--- src/sv/vpst_ram.sv ---
// vpst_ram: generic single-port synchronous ram with registered read
// no dependencies

module vpst_ram #(
    parameter int WIDTH = 8,
    parameter int DEPTH = 16
) (
    input  logic                     clk,
    input  logic                     we,
    input  logic [$clog2(DEPTH)-1:0] addr,
    input  logic [WIDTH-1:0]         wdata,
    output logic [WIDTH-1:0]         rdata
);

    logic [WIDTH-1:0] mem [DEPTH];
    logic [WIDTH-1:0] rdata_reg;

    always_ff @(posedge clk)
    begin
        if (we)
        begin
            mem[addr] <= wdata;
        end
        else
        begin
            rdata_reg <= mem[addr];
        end
    end

    assign rdata = rdata_reg;

endmodule

--- config.mk ---
export PLATFORM = sky130hd
export DESIGN_NAME = vpst_ram
export DESIGN_NICKNAME = d
export VERILOG_FILES = /design/src/sv/vpst_ram.sv
export SDC_FILE = /design/constraint.sdc
export NUM_CORES = 1
export LEC_CHECK = 0
export ABC_AREA = 1
export BUFFER_PORTS_ARGS = -buffer_cell sky130_fd_sc_hd__buf_2
export CAP_MARGIN = 15
export CORE_ASPECT_RATIO = 1.75
export CORE_MARGIN = 3
export CORE_UTILIZATION = 45
export DETAILED_ROUTE_END_ITERATION = 10
export PLACE_DENSITY_LB_ADDON = 0.3
export RECOVER_POWER = 100
export SYNTH_ARGS = -nofsm -noshare
export SYNTH_HDL_FRONTEND = slang
export SYNTH_SLANG_ARGS = --single-unit
--- constraint.sdc ---
create_clock -name clk -period 4.6 [get_ports clk]
set_input_delay 0.92 -clock clk [delete_from_list [all_inputs] [get_ports clk]]
set_output_delay 0.92 -clock clk [all_outputs]
set_load 0.005 [all_outputs]
Word level (Yosys, flattened, before mapping)
Memory sizes are Yosys's and may differ from the RTL's. A register that Yosys moved wholly into a read port is not among the register bits.
Index checks and enable logic that the tools add are counted.
{"block": "classes", "muxes": 2, "n_reduce_logical": 1}
{"cell": "$mux W1", "n": 2}
{"cell": "$logic_not A1 Y1", "n": 1}
{"block": "word_totals", "reg_bits": 0, "output_inout_bits": 8, "ram_bits": 128, "n_memories": 1, "inputBits": 14}
{"name": "mem", "words": 16, "word_bits": 8, "read_ports": 1, "rd_clocked_by_memory_dff": 1, "write_ports": 1, "line_no": "15", "source": "logic [WIDTH-1:0] mem [DEPTH];"}

Depth between registers and ports, before layout
{"block": "logic_depth", "depth_word": 2, "ltp_mapped": 11, "mapped_depth_nobuf": 9}

Worst setup path after synthesis
OpenSTA, ideal clock, no wires.
{"block": "synth_path", "path_kind": "input to register", "startpoint": "input addr[1]", "endpoint": "memory mem[3][0], enable pin", "setup_time_ns": 0.370, "t_arrival_ns": 1.927, "setup_slack_ns": 2.303, "cell_stages": 4, "path_cell_list": "buf_2 > clkbuf_1 > nand3_1 > nor2_1"}
{"element": "start: declaration", "line_no": "10", "source": "input logic [$clog2(DEPTH)-1:0] addr,"}
{"element": "end: declaration", "line_no": "15"}
Straight into the memory's write port.

Worst setup path in the final report
{"block": "layout_path", "startpoint": "input addr[1]", "endpoint": "memory mem[11][0], enable pin"}
Straight into the memory's write port.

==> reports/results.ini <==
[place]
io_buffers = 21
dp_hpwl_um = 7410
dp.cells = 717
dp_slack_ns = 1.78
gp_congestion = 0.862

[setup_path]
worstSetupEndpointType = flop
arrival_ns = 3.21
reg2reg_from = mem[13][7]
ff2ff_setup_slack_ns = 3.42
worst_setup_path_start_kind = input pin
crit_path_max_fanout = 35
reg2reg_to = rdata[7]
reg2reg_depth = 8
crit_type = input pin to flop
cp-startpoint = addr[1]
crit_end = mem[11][0]
cp.required_ns = 4.63

[timing]
setup_violations = 0
hold_violations = 0
finalCritPeriodShare_pct = 69.2
fmax_mhz = 314
fin_crit_ns = 3.18
hold_slack_ns = 0.786
worst_pin_slew_ns = 1.53
setup_slack_ns = 1.42
setup_tns_ns = 0
slew_headroom_pct = -1.67
clock_skew_ns = 0.00410
final_max_slew_viol_count = 36
rsz0062_at_grt = no

[pwr]
power_density_mw_per_mm2 = 435
totalPowerFinal_w = 0.00279
vdd_ir_drop_max_v = 0.000277
power.leakage_nw = 2.68

[yosys]
syn_nets = 563
syn-cell-area_mm2 = 0.00568
synth-seq-area-share_pct = 71.9
ys_ff_latch = 136
ys_types = 10
synthesis.instances = 549
yosysWarnings = 0
synth.avg_cell_area_um2 = 10.3

[drt]
routedWlPerCell_um = 15.3
firstDrtPassIters = 4
vias = 3581
drtIter0Drc = 269
drc = 0
routed_wl_um = 11500
ant_nets = 0
routed_via_density = 4.79

[clock_network]
worstSkewPairLatency_ns = 0.40
holdBufCountCts = 0
path_clk_slew_ns = 0.05
htree_levels = 4
root_buffer = clkbuf_16
cts_resized = 0
clkSinkCount = 136
cts_made_buffers = 17
clock_tree.buffer_depth = 2
post_cts_buffers = 0
cts_tree = built

[layout]
fillers = 1105
drive_gt1_share_pct = 6.35
nNetsFinal = 585
n_antenna_cell = 0
largest_reg_flops = 128
synthToLayoutAreaGrowth_pct = 13.1
fin_cells = 748

[grt]
grt_pass1_wl_um = 18500
grt-ovfl-total = 0
grt_pass1_vias = 3734
grtUsageTotal_pct = 17.4
antenna_found_initial = 0
grt_start_max_net_pins = 63

[hold_path]
hp-class = flop to flop

[floorplanning]
fp-row-count = 53
floorplan.core_area_mm2 = 0.0122
die_area_mm2 = 0.0141
start_util_pct = 46.5
die_y_um = 155
dieWidth_um = 90.9
io_pins = 22

[run_status]
outcome = finished, violations left
violations = capacitance limit, slew limit

[flow_run]
drv_cap = 1

[metal layers]
layer	GRT usage, %	part of all wire, %	wire length, um
met5	0	0	0
met4	9.14	3.2	371
met3	4.14	4.7	538
met2	30.4	52	6000
met1	19.5	40	4550
[cell usage after synthesis]
| cell | count | area (um2) |
|---|---|---|
| nand3_1 | 4 | 20.0 |
| buf_2 | 12 | 60.1 |
| clkbuf_1 | 3 | 11.3 |
| nand2_1 | 346 | 1300 |
| edfxtp_1 | 136 | 4080 |
| nor2_1 | 18 | 67.6 |
| inv_2 | 1 | 3.75 |
| buf_4 | 6 | 45.0 |
| inv_1 | 22 | 82.6 |
| clkinv_1 | 1 | 3.75 |
[cell usage in the layout, fill, tap and decap left out, drive strengths merged]
cell type    n
buf         11
bufinv       2
clkbuf      32
clkinv       9
clkinvlp     2
edfxtp     136
inv         23
nand2      346
nand3        4
nor2        18
[area by class of cell]
class | count | area [um2] | area share (%)
repair buffers | 24 | 111 | 1.73
multi-input cells | 368 | 1390 | 21.6
inverters | 24 | 90.1 | 1.40
clock inverters | 12 | 110 | 1.71
flip-flops and latches | 136 | 4080 | 63.6
clock buffers | 19 | 433 | 6.74
well taps | 165 | 206 | 3.22
[power breakdown]
group	internal, W	switching [W]	total, W
logic	0.0000388	0.000117	0.000156
clock network	0.000781	0.000449	0.00123
registers	0.00140	0.00000618	0.00140
total	0.00222	0.000572	0.00279
[worst min path at each step]
| stage | cells after the start | slack, ns | startpoint | to |
|---|---|---|---|---|
| 2_1_floorplan | 8 | 0.72 | mem[0][0] | rdata[0] |
| 3_3_place_gp | 8 | 0.77 | mem[0][6] | rdata[6] |
| 3_5_place_dp | 8 | 0.79 | mem[0][6] | rdata[6] |
| 4_1_cts | 8 | 0.80 | mem[0][6] | rdata[6] |
| 5_1_grt | 8 | 0.88 | mem[0][3] | rdata[3] |
| 6_report | 8 | 0.79 | mem[0][6] | rdata[6] |
[critical path, cell delays in order]
cell and delay, ns:
clkbuf_1 1.08, nand3_1 0.54, nor2_1 0.66
[cell families after synthesis]
group	synth area share (%)
flip-flops	71.9
AND/OR/NAND/NOR	24.4
buffers and inverters	3.64
[through the flow]
step / area [um2] / utilization [%]
2_1_floorplan: 5680 / -
3_3_place_gp: 5890 / 48.3
3_5_place_dp: 5890 / 48.3
4_1_cts: 6440 / 52.8
5_1_grt: 6420 / 52.6
6_report: 6420 / 52.6
Power figures use the tool's default switching activity.
